<file path="src/rtl/core/tcw_pkg.sv">
// Shared types and constants for the text console writer.
// Holds the beat structs, command kinds and the controller/datapath links.
// Depends on nothing.
package tcw_pkg;

  localparam logic [2:0] KIND_WRITE  = 3'd0;
  localparam logic [2:0] KIND_CLEAR  = 3'd1;
  localparam logic [2:0] KIND_SETCUR = 3'd2;
  localparam logic [2:0] KIND_COLOR  = 3'd3;
  localparam logic [2:0] KIND_RGB    = 3'd4;
  localparam logic [2:0] KIND_READ   = 3'd5;

  localparam logic [7:0] NEWLINE_CODE  = 8'd10;
  localparam logic [7:0] SPACE_CODE    = 8'h20;
  localparam logic [7:0] RESET_COLOR   = 8'h07;
  localparam logic [7:0] CHANNEL_LIMIT = 8'd128;
  localparam logic [7:0] RGB_RED       = 8'h04;
  localparam logic [7:0] RGB_GREEN     = 8'h02;
  localparam logic [7:0] RGB_BLUE      = 8'h01;
  localparam logic [7:0] RGB_BRIGHT    = 8'h08;

  typedef struct packed {
    logic [2:0]        kind;
    logic [7:0]        char_code;
    logic signed [7:0] pos_x;
    logic signed [7:0] pos_y;
    logic [7:0]        new_color;
    logic [7:0]        red;
    logic [7:0]        green;
    logic [7:0]        blue;
  } in_t;

  typedef struct packed {
    logic [6:0]  cursor_col;
    logic [4:0]  cursor_row;
    logic [7:0]  current_color;
    logic [15:0] cell_value;
    logic        position_ok;
  } out_t;

  typedef struct packed {
    logic accept;
    logic sweep;
    logic load;
    logic read_out;
  } cmd_t;

  typedef struct packed {
    logic kind_read;
    logic kind_clear;
    logic sweep_last;
  } sta_t;

endpackage

</file>
<file path="src/rtl/core/tcw_ctrl.sv">
// Controller state machine for the text console writer.
// Sequences command beats, screen sweeps and cell reads; drives the handshakes.
// Depends on tcw_pkg.
module tcw_ctrl (
  input  logic          clk,
  input  logic          rst,
  input  logic          in_valid,
  output logic          in_stall,
  output logic          out_valid,
  input  logic          out_stall,
  input  tcw_pkg::sta_t sta,
  output tcw_pkg::cmd_t cmd
);
  import tcw_pkg::*;

  localparam logic [1:0] ST_IDLE  = 2'd0;
  localparam logic [1:0] ST_SWEEP = 2'd1;
  localparam logic [1:0] ST_READ  = 2'd2;

  logic [1:0] state;
  logic [1:0] state_next;
  logic       out_valid_next;
  logic       can_take;
  logic       accept;

  assign can_take = (state == ST_IDLE) && (!out_valid || !out_stall);
  assign in_stall = !can_take;
  assign accept   = in_valid && can_take;

  always_comb begin
    state_next = state;
    unique case (state)
      ST_IDLE: begin
        if (accept && sta.kind_read) begin
          state_next = ST_READ;
        end else if (accept && sta.kind_clear) begin
          state_next = ST_SWEEP;
        end
      end
      ST_SWEEP: begin
        if (sta.sweep_last) begin
          state_next = ST_IDLE;
        end
      end
      ST_READ: begin
        state_next = ST_IDLE;
      end
      default: begin
        state_next = ST_IDLE;
      end
    endcase
  end

  always_comb begin
    cmd.accept     = accept;
    cmd.sweep      = (state == ST_SWEEP);
    cmd.read_out   = (state == ST_READ);
    cmd.load       = (accept && !sta.kind_read) || (state == ST_READ);
    out_valid_next = out_valid && out_stall;
    if (cmd.load) begin
      out_valid_next = 1'b1;
    end
  end

  always_ff @(posedge clk) begin
    if (rst) begin
      state     <= ST_SWEEP;
      out_valid <= 1'b0;
    end else begin
      state     <= state_next;
      out_valid <= out_valid_next;
    end
  end

`ifndef NO_ASSERTIONS
  a_after_reset: assert property (@(posedge clk)
    $past(rst) |-> (state == ST_SWEEP) && !out_valid)
    else $error("reset does not start the screen sweep");

  a_accept_result: assert property (@(posedge clk) disable iff (rst)
    accept |=> (out_valid || state == ST_READ))
    else $error("accepted beat produced no result path");

  a_read_done: assert property (@(posedge clk) disable iff (rst)
    (state == ST_READ) |=> (state == ST_IDLE) && out_valid)
    else $error("cell read did not deliver a result");

  a_sweep_runs: assert property (@(posedge clk) disable iff (rst)
    (state == ST_SWEEP) && !sta.sweep_last |=> (state == ST_SWEEP) && in_stall)
    else $error("sweep left early or input opened during sweep");
`endif

endmodule

</file>
<file path="config.mk">
export PLATFORM = sky130hd
export DESIGN_NAME = tcw_ctrl
export DESIGN_NICKNAME = d
export VERILOG_FILES = /design/src/rtl/core/tcw_pkg.sv /design/src/rtl/core/tcw_ctrl.sv
export SDC_FILE = /design/constraint.sdc
export NUM_CORES = 1
export LEC_CHECK = 0
export BUFFER_PORTS_ARGS = -buffer_cell sky130_fd_sc_hd__buf_4
export CAP_MARGIN = 20
export CORE_AREA = 5 5 42 44
export CTS_BUF_LIST = sky130_fd_sc_hd__clkbuf_4
export CTS_CLUSTER_DIAMETER = 80
export DETAILED_ROUTE_END_ITERATION = 8
export DIE_AREA = 0 0 47 49
export GPL_ROUTABILITY_DRIVEN = 0
export GPL_TIMING_DRIVEN = 0
export PLACE_DENSITY = 0.35
export SLEW_MARGIN = 20
export SYNTH_ARGS = -nofsm -noshare
export SYNTH_HDL_FRONTEND = slang
export SYNTH_SLANG_ARGS = --single-unit
</file>
<file path="constraint.sdc">
create_clock -name clk -period 1.85 [get_ports clk]
set_clock_uncertainty 0.15 [all_clocks]
set_input_delay 0.0925 -clock clk [delete_from_list [all_inputs] [get_ports clk]]
set_output_delay 0.0925 -clock clk [all_outputs]
set_load 0.01 [all_outputs]
</file>
==> results.py <==
metrics = {
    "pwr": {
        "irDropWorstVdd_v": 0.000213,
        "power.leakage_nw": 0.174,
        "clock_power_share": 0.508,
        "power.total_w": 0.000253,
        "p_sw_frac": 0.220,
        "power.density_nw_per_um2": 725,
        "p_int_w": 0.000197,
        "seq_power_share": 0.284,
        "switching_power_w": 0.0000557,
        "pwr-share-comb": 0.208,
    },
    "logic_synthesis": {
        "yosysUniqueCellTypes": 14,
        "synth-xor-area-share": 0,
        "ys_seq_area_frac": 0.356,
        "synth_seq_cells": 3,
        "syn_nets": 25,
        "postSynthCellCount": 18,
        "synthMuxAreaShare": 0,
        "yosys.area_share.simple": 0.341,
        "netlist.area_leader.share": 0.356,
        "synth_compound_area_frac": 0.237,
        "synth_top_area_cell": "dfxtp_1",
        "synth.avg_cell_area_um2": 9.38,
        "netlist_area_um2": 169,
        "yosys_warnings": 0,
        "synthAdderAreaFrac": 0,
        "synth_area_leaders": "dfxtp_1 36%, nor2b_4 8.1%, a211oi_2 7.4%",
        "synth_top_family_by_area": "simple AND/OR/NAND/NOR gates",
    },
    "routing": {
        "first_pass_iters": 3,
        "drt_iter0_markers": 3,
        "wirelength_um": 535,
        "antenna_left": 0,
        "drcViolationCount": 0,
        "route.vias.total": 199,
        "via_per_inst": 3.69,
        "avgRoutedWirePerCell_um": 9.91,
    },
    "critical_path": {
        "critPathMaxFanout": 3,
        "critPathLaunchType": "input pin",
        "slowest_delay_ns": 0.54,
        "cp_num_buf_inv": 3,
        "worstPathArrival_ns": 1.72,
        "crit_type": "input pin to flop",
        "crit_family": "buffers and inverters",
        "cp_common_cell": "dlygate4sd3_1",
        "r2r_slack_ns": 0.47,
        "crit_slowest_cell": "dlygate4sd3_1",
        "crit_path_end_kind": "flop",
        "critical_path_required_ns": 1.87,
        "path_cells": "dlygate4sd3_1, buf_4, nor2b_1, o21bai_1, a21oi_1, dlygate4sd3_1",
    },
    "status": {
        "status": "finished, final reports clean",
    },
    "grt": {
        "grtUsageTotal": 0.0612,
        "grt_pass1_vias": 207,
        "antenna_found_initial": 0,
        "overflow": 0,
        "grt_pass1_wl_um": 938,
        "grt_max_degree": 6,
    },
    "finish": {
        "final_common_cell": "buf_4",
        "layout-drive-gt1-share": 0.526,
        "final_cell_area_um2": 349,
        "mostFrequentLayoutCells": "13 x buf_4, 4 x clkbuf_4, 4 x dlygate4sd3_1, 3 x dfxtp_1",
        "syn2layout_area_growth_pct": 107,
        "final_nets": 46,
        "antenna_cells": 0,
    },
    "die": {
        "die_w_um": 47,
        "io_pins": 13,
        "row_count": 14,
        "die-area_um2": 2300,
        "core_area_um2": 1400,
        "initial_utilization": 0.121,
        "die_h_um": 49,
    },
    "run": {
        "drv_cap": 0,
    },
    "place": {
        "place_worst_setup_slack_ns": 0.601,
        "portBuffers": 12,
        "dpl-instance-area_um2": 279,
    },
    "timing": {
        "worst_pin_slew_ns": 0.271,
        "finalSetupViolCount": 0,
        "fin_crit_ns": 1.69,
        "max_slew_margin": 0.819,
        "setup_ws_ns": 0.158,
        "final-hold-violation-count": 0,
        "finalSetupTns_ns": 0,
        "period_share": 0.914,
        "clock.fmax_mhz": 591,
        "grt_setup_unrepaired": "no",
        "slew_violations": 0,
    },
    "cts": {
        "cts_tree": "done",
        "cts_sinks": 3,
        "numCtsBuffers": 3,
        "ctsHoldBuffers": 4,
        "htreeDepth": 1,
        "clockBufferDepth": 2,
        "ctsResizeCount": 0,
        "path_clk_slew_ns": 0.04,
        "clock_latency_ns": 0.23,
        "cts-root-buf": "clkbuf_4",
        "postCtsSetupBuffers": 0,
    },
    "min_path": {
        "hp-class": "input pin to flop",
    },
}
## stage by stage
step                      std cells  utilization  hold WS (ns)
after floorplan                  18            -        0.0116
after global placement           46        0.199         0.127
after detailed placement         46        0.199         0.128
after CTS                        54        0.249        0.0549
after global routing             54        0.249        0.0706
final                            54        0.249        0.0661
## sequential cells by signal (all words and copies together), names as in the netlist
register and cells:
state 2, out_valid 1
## final cells by class
class,instances,area (um2)
sequential,3,60.1
timing repair buffer,16,130
multi-input combinational,13,97.6
buffer,1,7.51
inverter,1,3.75
clock buffer,4,30.0
fill,165,1050
tap,16,20.0
## cells in the mapped netlist, drive strengths merged
master  number
nand2        1
inv          1
and3b        1
a311o        1
buf          1
and2b        1
nor2b        3
and2         1
a21oi        2
dfxtp        3
nor2         1
a211oi       1
o21bai       1
## layer usage
metal  vias up  global-route usage  share of wire
li1        102                   -              -
met1        84              0.0722           0.44
met2        13              0.0656           0.37
met3         0              0.0480           0.19
met4         0              0.0553              0
met5         -                   0              0
## path summary, 6_finish.rpt
kind / cells after the start / from / end
worst max-delay path: 6 / sta[2] / out_valid
worst min-delay path: 3 / sta[0] / state[0]
worst max register to register: 3 / state[0] / out_valid
worst min register to register: 3 / state[1] / state[0]
## cell families after synthesis
| kind of cell | Yosys count |
|---|---|
| and+or+nand+nor | 8 |
| AOI/OAI and AO/OA | 5 |
| DFF | 3 |
| buffers and inverters | 2 |
## worst register-to-register path: stages, from the launching register on
cell	delay [ns]
dfxtp_1	0.38
o21bai_1	0.13
a21oi_1	0.07
dlygate4sd3_1	0.54
## power groups by stage
stage          registers, W  logic (W)  clock network, W
5_1_grt           0.0000727  0.0000585          0.000144
2_1_floorplan     0.0000725  0.0000210                 0
3_5_place_dp      0.0000728  0.0000470                 0
6_report          0.0000718  0.0000527          0.000129
3_3_place_gp      0.0000729  0.0000465                 0
4_1_cts           0.0000718  0.0000533          0.000139
Note: power is estimated with default switching activity, not from simulation.
